## src/tswi_pkg.sv

```systemverilog
// Shared types and constants for the texture span wrap iterator.
// No dependencies.
`default_nettype none
package tswi_pkg;
	localparam int unsigned MAX_SPANS_DEF = 16;
	localparam logic [30:0] NORM_RESET = 31'd65536;

	typedef enum logic [1:0] {
		CMD_LOAD  = 2'd0,
		CMD_BEGIN = 2'd1,
		CMD_NEXT  = 2'd2,
		CMD_NONE  = 2'd3
	} cmd_t;

	typedef enum logic [1:0] {
		REG_COUNT = 2'd0,
		REG_WRAP  = 2'd1,
		REG_NORM  = 2'd2,
		REG_NONE  = 2'd3
	} reg_idx_t;

	typedef struct packed {
		logic [1:0]         cmd;
		logic [3:0]         load_index;
		logic [30:0]        span_size;
		logic [30:0]        span_waste;
		logic signed [31:0] range_start;
		logic signed [31:0] range_end;
	} in_item_t;

	typedef struct packed {
		logic [3:0]         current_span;
		logic signed [31:0] span_pos;
		logic signed [31:0] span_next_pos;
		logic               intersects;
		logic signed [31:0] clip_start;
		logic signed [31:0] clip_end;
		logic               reversed;
		logic               done_res;
	} out_item_t;

	typedef enum logic [2:0] {
		OP_IDLE   = 3'd0,
		OP_LOAD   = 3'd1,
		OP_SETUP  = 3'd2,
		OP_DIVSTP = 3'd3,
		OP_ORIGIN = 3'd4,
		OP_REFR   = 3'd5,
		OP_ADV    = 3'd6,
		OP_EMIT   = 3'd7
	} op_t;

	typedef struct packed {
		op_t op;
	} dp_cmd_t;

	typedef struct packed {
		logic div_done;
		logic skip_stop;
	} dp_stat_t;
endpackage
`default_nettype wire

```

## src/tswi_datapath.sv

```systemverilog
// Datapath of the texture span wrap iterator: span tables, divider,
// position registers and result formatting. Uses tswi_pkg.
`default_nettype none
module tswi_datapath #(
	parameter int unsigned MAX_SPANS = tswi_pkg::MAX_SPANS_DEF
) (
	input  wire logic                clk,
	input  wire logic                arst_n,
	input  wire tswi_pkg::dp_cmd_t   ctl,
	output tswi_pkg::dp_stat_t       stat,
	input  wire tswi_pkg::in_item_t  item,
	input  wire logic [4:0]          span_count,
	input  wire logic                mirror_mode,
	input  wire logic [30:0]         period,
	output tswi_pkg::out_item_t      result
);
	import tswi_pkg::*;
	localparam int IW = (MAX_SPANS > 1) ? $clog2(MAX_SPANS) : 1;
	localparam int CW = $clog2(MAX_SPANS + 1);

	logic [30:0] size_mem [MAX_SPANS];
	logic [30:0] waste_mem [MAX_SPANS];
	logic [IW-1:0] idx_q;
	logic back_q, flip_q;
	logic [31:0] pos_q, npos_q, lo_q, hi_q;
	logic [31:0] mag_q, rem_q, quo_q;
	logic [5:0] dcnt_q;
	logic neg_q;
	logic [30:0] d_q;
	logic [CW-1:0] n_eff, skip_q;
	logic [IW-1:0] last_idx, nidx;
	logic nback, nflip;
	logic [32:0] trial;
	logic [31:0] quo_adj, org;
	logic [63:0] prod;
	logic [31:0] omag;
	logic [31:0] sa, sb;
	logic p_lt_lo, q_gt_hi, hit, done_w;

	always_comb begin
		if (span_count == 5'd0) n_eff = CW'(1);
		else if (32'(span_count) > MAX_SPANS) n_eff = CW'(MAX_SPANS);
		else n_eff = CW'(span_count);
		last_idx = IW'(n_eff - CW'(1));
	end

	always_comb begin
		logic [IW-1:0] i;
		i = (CW'(idx_q) >= n_eff) ? last_idx : idx_q;
		nidx = i;
		nback = back_q;
		nflip = flip_q;
		if (!mirror_mode) begin
			nidx = (CW'(i) + CW'(1) >= n_eff) ? '0 : i + IW'(1);
		end else if (!back_q) begin
			if (CW'(i) + CW'(1) >= n_eff) begin
				nback = 1'b1;
				nflip = !flip_q;
			end else nidx = i + IW'(1);
		end else begin
			if (i == '0) begin
				nback = 1'b0;
				nflip = !flip_q;
			end else nidx = i - IW'(1);
		end
	end

	assign trial = {rem_q, mag_q[31]} - {2'b0, d_q};
	assign quo_adj = neg_q ? ((rem_q != 0) ? ~quo_q : ~quo_q + 32'd1) : quo_q;
	assign prod = 64'(quo_adj) * 64'(d_q);
	assign org = prod[31:0];
	assign omag = org[31] ? (32'd0 - org) : org;
	assign sa = item.range_start;
	assign sb = item.range_end;
	assign stat.div_done = (dcnt_q == 6'd1);
	assign stat.skip_stop = ($signed(npos_q) > $signed(lo_q)) || (skip_q == CW'(MAX_SPANS));

	always_ff @(posedge clk) begin
		if (ctl.op == OP_LOAD && 32'(item.load_index) < MAX_SPANS) begin
			size_mem[IW'(item.load_index)] <= item.span_size;
			waste_mem[IW'(item.load_index)] <= item.span_waste;
		end
	end

	always_ff @(posedge clk or negedge arst_n) begin
		if (!arst_n) begin
			idx_q <= '0;
			back_q <= 1'b0;
			flip_q <= 1'b0;
			pos_q <= '0;
			npos_q <= '0;
			lo_q <= '0;
			hi_q <= '0;
			dcnt_q <= '0;
			skip_q <= '0;
			mag_q <= '0;
			rem_q <= '0;
			quo_q <= '0;
			neg_q <= 1'b0;
			d_q <= '0;
		end else begin
			unique case (ctl.op)
				OP_SETUP: begin
					logic [31:0] s;
					s = ($signed(sa) > $signed(sb)) ? sb : sa;
					flip_q <= $signed(sa) > $signed(sb);
					lo_q <= s;
					hi_q <= ($signed(sa) > $signed(sb)) ? sa : sb;
					neg_q <= s[31];
					mag_q <= s[31] ? (32'd0 - s) : s;
					rem_q <= '0;
					quo_q <= '0;
					d_q <= (period == 31'd0) ? 31'd1 : period;
					dcnt_q <= 6'd32;
					skip_q <= '0;
				end
				OP_DIVSTP: begin
					if (!trial[32]) begin
						rem_q <= trial[31:0];
						quo_q <= {quo_q[30:0], 1'b1};
					end else begin
						rem_q <= {rem_q[30:0], mag_q[31]};
						quo_q <= {quo_q[30:0], 1'b0};
					end
					mag_q <= {mag_q[30:0], 1'b0};
					dcnt_q <= dcnt_q - 6'd1;
				end
				OP_ORIGIN: begin
					pos_q <= org;
					if (mirror_mode && omag[16]) begin
						idx_q <= last_idx;
						back_q <= 1'b1;
						flip_q <= !flip_q;
					end else begin
						idx_q <= '0;
						back_q <= 1'b0;
					end
				end
				OP_REFR: begin
					npos_q <= pos_q + {1'b0, size_mem[idx_q]} - {1'b0, waste_mem[idx_q]};
				end
				OP_ADV: begin
					pos_q <= npos_q;
					idx_q <= nidx;
					back_q <= nback;
					flip_q <= nflip;
					skip_q <= skip_q + CW'(1);
				end
				default: begin
				end
			endcase
		end
	end

	assign p_lt_lo = $signed(pos_q) < $signed(lo_q);
	assign q_gt_hi = $signed(npos_q) > $signed(hi_q);
	assign done_w = $signed(pos_q) >= $signed(hi_q);
	assign hit = !(($signed(npos_q) <= $signed(lo_q)) || done_w);

	always_comb begin
		result.current_span = 4'(idx_q);
		result.span_pos = pos_q;
		result.span_next_pos = npos_q;
		result.intersects = hit;
		result.clip_start = hit ? (p_lt_lo ? lo_q : pos_q) : '0;
		result.clip_end = hit ? (q_gt_hi ? hi_q : npos_q) : '0;
		result.reversed = flip_q;
		result.done_res = done_w;
	end
endmodule
`default_nettype wire

```

## src/tswi_ctrl.sv

```systemverilog
// Controller state machine of the texture span wrap iterator.
// Sequences the datapath through tswi_pkg command codes.
`default_nettype none
module tswi_ctrl (
	input  wire logic               clk,
	input  wire logic               arst_n,
	input  wire logic               in_valid,
	output logic                    in_stall,
	input  wire logic [1:0]         in_cmd,
	input  wire tswi_pkg::dp_stat_t stat,
	output tswi_pkg::dp_cmd_t       ctl,
	output logic                    res_load,
	input  wire logic               out_busy
);
	import tswi_pkg::*;
	typedef enum logic [2:0] {
		S_IDLE, S_DIV, S_ORG, S_REFR, S_CHK, S_ADVR, S_EMIT, S_NXT
	} state_t;
	state_t state_q;
	logic acc;

	assign in_stall = (state_q != S_IDLE);
	assign acc = in_valid && !in_stall;

	always_comb begin
		ctl.op = OP_IDLE;
		res_load = 1'b0;
		unique case (state_q)
			S_IDLE: if (acc) begin
				if (in_cmd == CMD_LOAD) ctl.op = OP_LOAD;
				else if (in_cmd == CMD_BEGIN) ctl.op = OP_SETUP;
				else if (in_cmd == CMD_NEXT) ctl.op = OP_ADV;
			end
			S_DIV: ctl.op = OP_DIVSTP;
			S_ORG: ctl.op = OP_ORIGIN;
			S_REFR, S_ADVR: ctl.op = OP_REFR;
			S_CHK: if (!stat.skip_stop) ctl.op = OP_ADV;
			S_EMIT: res_load = !out_busy;
			S_NXT: ctl.op = OP_REFR;
			default: ;
		endcase
	end

	always_ff @(posedge clk or negedge arst_n) begin
		if (!arst_n) begin
			state_q <= S_IDLE;
		end else begin
			unique case (state_q)
				S_IDLE: if (acc) begin
					if (in_cmd == CMD_BEGIN) state_q <= S_DIV;
					else if (in_cmd == CMD_NEXT) state_q <= S_NXT;
				end
				S_DIV: if (stat.div_done) state_q <= S_ORG;
				S_ORG: state_q <= S_REFR;
				S_REFR: state_q <= S_CHK;
				S_CHK: state_q <= stat.skip_stop ? S_EMIT : S_ADVR;
				S_ADVR: state_q <= S_CHK;
				S_NXT: state_q <= S_EMIT;
				S_EMIT: if (!out_busy) state_q <= S_IDLE;
				default: state_q <= S_IDLE;
			endcase
		end
	end
endmodule
`default_nettype wire

```

## src/texture_span_wrap_iterator_core.sv

```systemverilog
// Texture span wrap iterator top level: config registers, controller,
// datapath and output register. Uses tswi_pkg, tswi_ctrl, tswi_datapath.
// Load: span tables written on accept. Next: advance, refresh end, then output.
// Begin: divide to find the origin, then advance and refresh per skipped span.
// One item is in work at a time; a held result does not block a load.
// Reset is asynchronous, active low; the span tables are not cleared.
`default_nettype none
module texture_span_wrap_iterator_core #(
	parameter int unsigned MAX_SPANS = tswi_pkg::MAX_SPANS_DEF
) (
	input  wire logic                clk,
	input  wire logic                arst_n,
	input  wire logic                in_valid,
	output logic                     in_stall,
	input  wire tswi_pkg::in_item_t  in_data,
	output logic                     out_valid,
	input  wire logic                out_stall,
	output tswi_pkg::out_item_t      out_data,
	input  wire logic                cfg_valid,
	output logic                     cfg_ready,
	input  wire logic [1:0]          cfg_index,
	input  wire logic [30:0]         cfg_data
);
	import tswi_pkg::*;
	logic [4:0] count_q;
	logic wrap_q;
	logic [30:0] norm_q;
	dp_cmd_t ctl;
	dp_stat_t stat;
	out_item_t res;
	logic res_load, busy;

	assign cfg_ready = 1'b1;
	assign busy = out_valid && out_stall;

	always_ff @(posedge clk or negedge arst_n) begin
		if (!arst_n) begin
			count_q <= 5'd1;
			wrap_q <= 1'b0;
			norm_q <= NORM_RESET;
		end else if (cfg_valid) begin
			unique case (reg_idx_t'(cfg_index))
				REG_COUNT: count_q <= cfg_data[4:0];
				REG_WRAP:  wrap_q <= cfg_data[0];
				REG_NORM:  norm_q <= cfg_data;
				default: ;
			endcase
		end
	end

	tswi_ctrl u_ctrl (
		.clk(clk), .arst_n(arst_n), .in_valid(in_valid), .in_stall(in_stall),
		.in_cmd(in_data.cmd), .stat(stat), .ctl(ctl), .res_load(res_load),
		.out_busy(busy)
	);

	tswi_datapath #(.MAX_SPANS(MAX_SPANS)) u_dp (
		.clk(clk), .arst_n(arst_n), .ctl(ctl), .stat(stat), .item(in_data),
		.span_count(count_q), .mirror_mode(wrap_q), .period(norm_q),
		.result(res)
	);

	always_ff @(posedge clk or negedge arst_n) begin
		if (!arst_n) begin
			out_valid <= 1'b0;
		end else if (res_load) begin
			out_valid <= 1'b1;
		end else if (!out_stall) begin
			out_valid <= 1'b0;
		end
	end

	always_ff @(posedge clk) begin
		if (res_load) out_data <= res;
	end
endmodule
`default_nettype wire

```

## config.mk

```make
export PLATFORM = sky130hd
export DESIGN_NAME = texture_span_wrap_iterator_core
export DESIGN_NICKNAME = d
export VERILOG_FILES = /design/src/tswi_pkg.sv /design/src/tswi_datapath.sv /design/src/tswi_ctrl.sv /design/src/texture_span_wrap_iterator_core.sv
export SDC_FILE = /design/constraint.sdc
export NUM_CORES = 2
export LEC_CHECK = 0
export ABC_AREA = 1
export BUFFER_PORTS_ARGS = -buffer_cell sky130_fd_sc_hd__buf_2
export CAP_MARGIN = 25
export CORE_ASPECT_RATIO = 0.9
export CORE_MARGIN = 3
export CORE_UTILIZATION = 45
export CTS_BUF_LIST = sky130_fd_sc_hd__clkbuf_4 sky130_fd_sc_hd__clkbuf_8
export CTS_CLUSTER_DIAMETER = 100
export DETAILED_ROUTE_END_ITERATION = 7
export PLACE_DENSITY_LB_ADDON = 0.25
export SYNTH_ARGS = -nofsm -noshare
export SYNTH_HDL_FRONTEND = slang
export SYNTH_SLANG_ARGS = --single-unit
```

## constraint.sdc

```tcl
create_clock -name clk -period 8.7 [get_ports clk]
set_input_delay 0.435 -clock clk [delete_from_list [all_inputs] [get_ports clk]]
set_output_delay 0.435 -clock clk [all_outputs]
set_load 0.02 [all_outputs]
```

## After elaboration in Yosys (flattened, before gate mapping)

Memories as Yosys holds them, arrays and structs flattened.
Index checks and enable logic that the tools add are counted.

- Reductions and logical operators: 29
- Equality and inequality tests: 28
- $add $sub $neg: 12
- Multipliers: 1
- Order comparisons: 9
- Bitwise gates (word level): 1
- Muxes and demuxes: 57

Operators by type and width:

| kind | number |
|---|---|
| 2-to-1 mux 32 bit | 8 |
| one-hot mux 32 bit (2 select lines) | 4 |
| > comparator 32 bit | 3 |
| subtractor 33 x 31 -> 33 bit | 1 |
| adder 32 x 1 -> 32 bit (second input constant) | 1 |
| adder 32 x 31 -> 32 bit | 1 |
| greater-or-equal comparator 32 bit | 1 |
| <= comparator 32 bit | 1 |
| < comparator 32 bit | 1 |
| multiplier 32 x 31 -> 32 bit | 1 |
| NOT 32 bit | 1 |
| nonzero test 32 bit | 1 |
| subtractor 1 x 32 -> 32 bit (first input constant) | 1 |
| subtractor 32 x 31 -> 32 bit | 1 |
| logical NOT 31 bit | 1 |
| 2-to-1 mux 31 bit | 1 |
| 2-to-1 mux 3 bit | 10 |
| 2-to-1 mux 4 bit | 7 |
| equality test 3 bit (second input constant) | 7 |
| one-hot mux 3 bit (7 select lines) | 1 |
| 2-to-1 mux 17 bit | 1 |
| subtractor 1 x 17 -> 17 bit (first input constant) | 1 |
| 2-to-1 mux 1 bit | 16 |
| one-hot mux 3 bit (5 select lines) | 1 |
| 39 further kinds | 65 |

- Output and inout port bits: 138
- Input bits: 170
- Memory bits (writable): 992
- Memories kept: 2
- Register bits after elaboration: 449

Memory list:

| memory | depth | width | rd ports | clocked after Yosys merged registers in | wr ports | RTL line | source |
|---|---|---|---|---|---|---|---|
| u_dp.size_mem | 16 | 31 | 1 | 0 | 1 | tswi_datapath.sv:21 | `logic [30:0] size_mem [MAX_SPANS];` |
| u_dp.waste_mem | 16 | 31 | 1 | 0 | 1 | tswi_datapath.sv:22 | `logic [30:0] waste_mem [MAX_SPANS];` |

## Logic depth before layout (Yosys ltp)

- Depth in word-level cells: 11
- Mapped depth: 50
- Gate-level depth less buffers: 49

## Cells and area by module

From an unflattened synthesis, not the netlist that was laid out.

- Cell total of the unflattened synthesis: 8033
- Area total of the unflattened synthesis: 82049.9 um2

Modules (own cells, without submodules):

| module | area an instance (um2) | cells each | instances |
|---|---|---|---|
| tswi_datapath | 76019.2 | 7667 | 1 |
| texture_span_wrap_iterator_core | 5666.7 | 309 | 1 |
| tswi_ctrl | 364.1 | 57 | 1 |

## Least setup slack after synthesis

Ideal clock, no wire load.

- Path kind: reg-to-reg
- Start point: register u_dp.rem_q[25]
- End point: register u_dp.idx_q[1]
- Data arrival time: 7472 ps
- Data required time: 8623 ps
- Clock period less this slack: 7549 ps
- Cell stages (with the launch flop): 39
- Path slack: 1151 ps
- Library setup time: 77 ps
- Cells stage by stage: dfrtp_1 -> nor2_1 -> nand2_1 -> nor2_2 -> nand2_2 -> nor2_4 -> buf_4 -> nand2_1 -> nand3_1 -> nand2_1 -> inv_1 -> clkbuf_1 -> nand2_1 -> fa_1 -> inv_1 -> fa_1 -> inv_1 -> fa_1 -> (+3 left out) -> fa_1 -> fa_1 -> inv_1 -> fa_1 -> fa_1 -> ha_1 -> inv_1 -> nor3_1 -> nand2_1 -> nor4_1 -> nand2_1 -> o2111ai_1 -> nand3_1 -> nand3_2 -> nand2_2 -> nor2_4 -> nand3_1 -> a21oi_1

- Cells in the longest elaborated chain, start to end: 9

RTL lines:

| what | RTL line | source |
|---|---|---|
| from (decl) | tswi_datapath.sv:26 | `logic [31:0] mag_q, rem_q, quo_q;` |
| from (signal assigned) | tswi_datapath.sv:119 | `rem_q <= trial[31:0];` |
| from (signal assigned) | tswi_datapath.sv:122 | `rem_q <= {rem_q[30:0], mag_q[31]};` |
| nonzero test 32 bit (*) | tswi_datapath.sv:69 | `assign quo_adj = neg_q ? ((rem_q != 0) ? ~quo_q : ~quo_q + 32'd1) : quo_q;` |
| 2-to-1 mux 32 bit (*) (2 in series) | tswi_datapath.sv:69 |  |
| multiplier 32 x 31 -> 32 bit (*) | tswi_datapath.sv:70 | `assign prod = 64'(quo_adj) * 64'(d_q);` |
| subtractor 1 x 17 -> 17 bit | tswi_datapath.sv:72 | `assign omag = org[31] ? (32'd0 - org) : org;` |
| 2-to-1 mux 17 bit (*) | tswi_datapath.sv:72 |  |
| logical AND 1 bit (*) | tswi_datapath.sv:130 | `if (mirror_mode && omag[16]) begin` |
| 2-to-1 mux 4 bit (*) | tswi_datapath.sv:130 |  |
| one-hot mux 4 bit (2 select lines) (*) | tswi_datapath.sv:102 | `unique case (ctl.op)` |
| to (signal assigned) | tswi_datapath.sv:131 | `idx_q <= last_idx;` |
| to (signal assigned) | tswi_datapath.sv:144 | `idx_q <= nidx;` |
| to (decl) | tswi_datapath.sv:23 | `logic [IW-1:0] idx_q;` |

Mark *: on every way between the ends. The rest lies on a longest branch, timed or not.
A chain may end at the register's enable or synchronous reset.

## Worst setup path after layout

- Start point: register u_dp.rem_q[28]
- End point: register u_dp.idx_q[2]

Same word-level chain as after synthesis.

==> qor.csv <==
metric,value,unit
Ys Warns,0,
critical path's top delay family,adder cells,
max_cap viols,0,
CTS Buffer Depth,3,
clk sinks,1440,
CP startpoint kind,register,
Tmin final,8.35,ns
Setup Skew,0.0828,ns
die area,0.187,sq mm
WL final,276000,um
layout cell share with drive strength beyond 1,12.1,%
area of the multi-input gates,0.0354,sq mm
Setup TNS,0,ns
post-synthesis mux area share,0.381,%
H-tree Lvls,4,
Mapped Avg Cell Area,10.2,sq um
IO Count,308,
xor and xnor fraction of the mapped netlist area,1.22,%
Worst Path Max Fanout,15,
RePlAce Congestion,0.979,
crit path buf inv count,7,
Post-layout nets,9533,
Final period util,96.0,%
number of global-route vias before repair,62400,
antenna violations before repair,20,
Compound-Gate Fraction of Synth Area,12.4,%
"most common cell after layout, fill and taps aside",nand2_1,
Syn Nets,8998,
drt wl/cell,24.8,um
status,completed,
hpwl dp,192000,um
Final Hold Viols,0,
"Seq/Total Area, Yosys",50.8,%
Fill cells,16200,
Root Buffer,clkbuf_8,
Reg area,0.0417,sq mm
critical path class,reg2reg,
Synth Flop Type,edfxtp_1,
critical path's slowest cell,fa_1,
area grow syn2layout,14.7,%
Starting Density,45.3,%
Post-Synth Adder-Cell Area,16.3,%
Final Slew Violations,0,
total iterations of the first detailed-routing run,8,
largest net degree at the start of global routing,185,
Worst Path Required,9.61,ns
Core Rows,148,
synthesized area,0.0820,sq mm
Worst EP arrival,9.26,ns
clock slew at reported path FFs,0.06,ns
cell mode on critical path,fa_1,
Peak Freq,120,MHz
core area,0.181,sq mm
first-pass GRT wire length,408000,um
Port-buffer cells,306,
DRT antenna net count,0,
synth unique cells,73,
total gr overflow,0,
Yosys reg bits,1440,
# DRC,0,
Die W,456,um
Post-synth EDFFs,1127,
Final setup viols,0,
async set-reset flop share out of synthesis,21.7,%
GRT Total Usage,29.1,%
Starting DRT DRC Count,6782,
CP Capture Type,register,
TritonCTS clock tree,yes,
Worst-Margin Slew,1.13,ns
largest family of logic cells by synthesized area,adder cells,
Max-Slew Margin vs Limit,24.1,%
"slowest stage delay, CP",0.62,ns
die span in y,411,um
Hold Crit Class,in2reg,
worst skew pair latency,0.99,ns
Gate Count Post-Synth,8023,
vias per cell,5.72,
routed via count,63800,
CTS Buf Count,229,
Post-Synth Simple-Gate Area,12.4,%
most frequent cells in the layout,"nand2_1, edfxtp_1, inv_1",
==> registers in the layout (all words and copies together) (netlist names), 3 cells and up <==
register        flops
u_dp.waste_mem    496
u_ctrl.state_q      3
u_dp.skip_q         5
u_dp.idx_q          4
u_dp.npos_q        32
u_dp.quo_q         32
count_q             5
u_dp.size_mem     496
u_dp.pos_q         32
u_dp.dcnt_q         6
u_dp.mag_q         32
u_dp.d_q           31
norm_q             31
u_dp.lo_q          31
u_dp.hi_q          32
u_dp.rem_q         32
out_data          135
==> metal layers <==
layer	GRT usage, %	part of all wire [%]	up-vias	wire [um]
li1	-	-	28500	-
met1	39.1	41	31900	114000
met2	46.3	46	2804	128000
met3	5.27	7.9	623	21800
met4	12.7	4.8	12	13300
met5	0	0.024	-	65
==> through the flow <==
step / utilization [%] / instance area, sq um / worst slack (ns) / hold slack [ns] / instances
5_1_grt: 52.0 / 94100 / -0.0386 / 0.0377 / 11200
6_report: 52.0 / 94100 / 0.351 / 0.0850 / 11200
4_1_cts: 51.8 / 93800 / 0.158 / 0.00453 / 11100
3_3_place_gp: 48.4 / 87600 / 0.202 / 0.475 / 10600
3_5_place_dp: 48.4 / 87600 / 0.205 / 0.477 / 10600
2_1_floorplan: - / 82000 / 1.15 / 0.139 / 8023
==> worst reg2reg max path, delay by kind of cell (launching register included) <==
kind            cells  cell delay (ns)
compound gates      2             0.27
xor+xnor            1             0.09
fa+ha+maj           9             4.55
buf+inv             7             0.75
flops               1             0.41
simple gates       17             2.24
==> cell type report <==
cell class | instances | area share, %
Antenna cell | 12 | 0.0319
Clock buffer | 322 | 4.17
Clock inverter | 100 | 0.904
Inverter | 1017 | 4.08
Multi-Input combinational cell | 5184 | 37.6
Sequential cell | 1440 | 44.3
Tap cell | 2400 | 3.19
Timing Repair Buffer | 686 | 5.74
==> logic make-up after synthesis <==
| family | count (synthesis) |
|---|---|
| flip-flops | 1440 |
| adder cells (fa/ha/maj) | 805 |
| multiplexers | 28 |
| XOR/XNOR | 112 |
| AO/OA/AOI/OAI | 1717 |
| buffers and inverters | 1399 |
| other | 1 |
| AND/OR/NAND/NOR | 2521 |
==> cells in the mapped netlist, types with 6 or more instances <==
library cell	instances	area (sq um)
inv_2	13	48.8
nand2_1	1160	4350
o21a_1	13	97.6
xor2_1	69	604
dfrtp_1	311	7780
fa_1	441	8830
nand3b_1	15	113
nor4_1	16	100
clkbuf_1	324	1220
a21o_1	6	45.0
o22ai_1	124	776
nor3_1	30	150
o2111ai_1	6	52.6
buf_1	22	82.6
o21bai_1	17	128
nand4_1	65	407
a211oi_1	11	82.6
nand3_2	7	70.1
o211ai_1	126	946
buf_2	29	145
nor2_1	979	3670
o21ai_0	839	4200
edfxtp_1	1127	33800
o221ai_1	209	1830
ha_1	364	4550
clkinv_1	23	86.3
xnor2_1	42	368
nor2_2	6	37.5
a21oi_1	278	1390
nand3_1	216	1080
nand2_2	8	50.1
a31oi_1	13	81.3
mux2_2	26	293
o21ai_1	35	175
inv_1	980	3680
==> worst paths after layout <==
path                       slack (ns)  cells past startpoint                         end                  startpoint
min reg2reg                      0.49                      2   u_dp.mag_q[4]$_DFFE_PN0P_   u_dp.mag_q[3]$_DFFE_PN0P_
max reg2reg                      0.35                     36   u_dp.idx_q[2]$_DFFE_PN0P_  u_dp.rem_q[28]$_DFFE_PN0P_
max                              0.35                     36   u_dp.idx_q[2]$_DFFE_PN0P_  u_dp.rem_q[28]$_DFFE_PN0P_
min in group asynchronous        0.19                      2  u_dp.rem_q[17]$_DFFE_PN0P_                      arst_n
min                              0.09                      3   u_dp.hi_q[23]$_DFFE_PN0N_                 in_data[55]
max in group asynchronous        6.90                      3    u_dp.lo_q[6]$_DFFE_PN0N_                      arst_n
==> repair_timing <==
item / 4_1_cts / 5_1_grt
hold buffers: 139 / 0
buffers inserted: 0 / 5
endpoints found under the hold margin: 1182 / 0
setup endpoints to repair: 0 / 16
gates resized for setup: 0 / 46
Power is not shown: default switching activity piles up to over one toggle a cycle in this logic, so the estimate is an artifact.
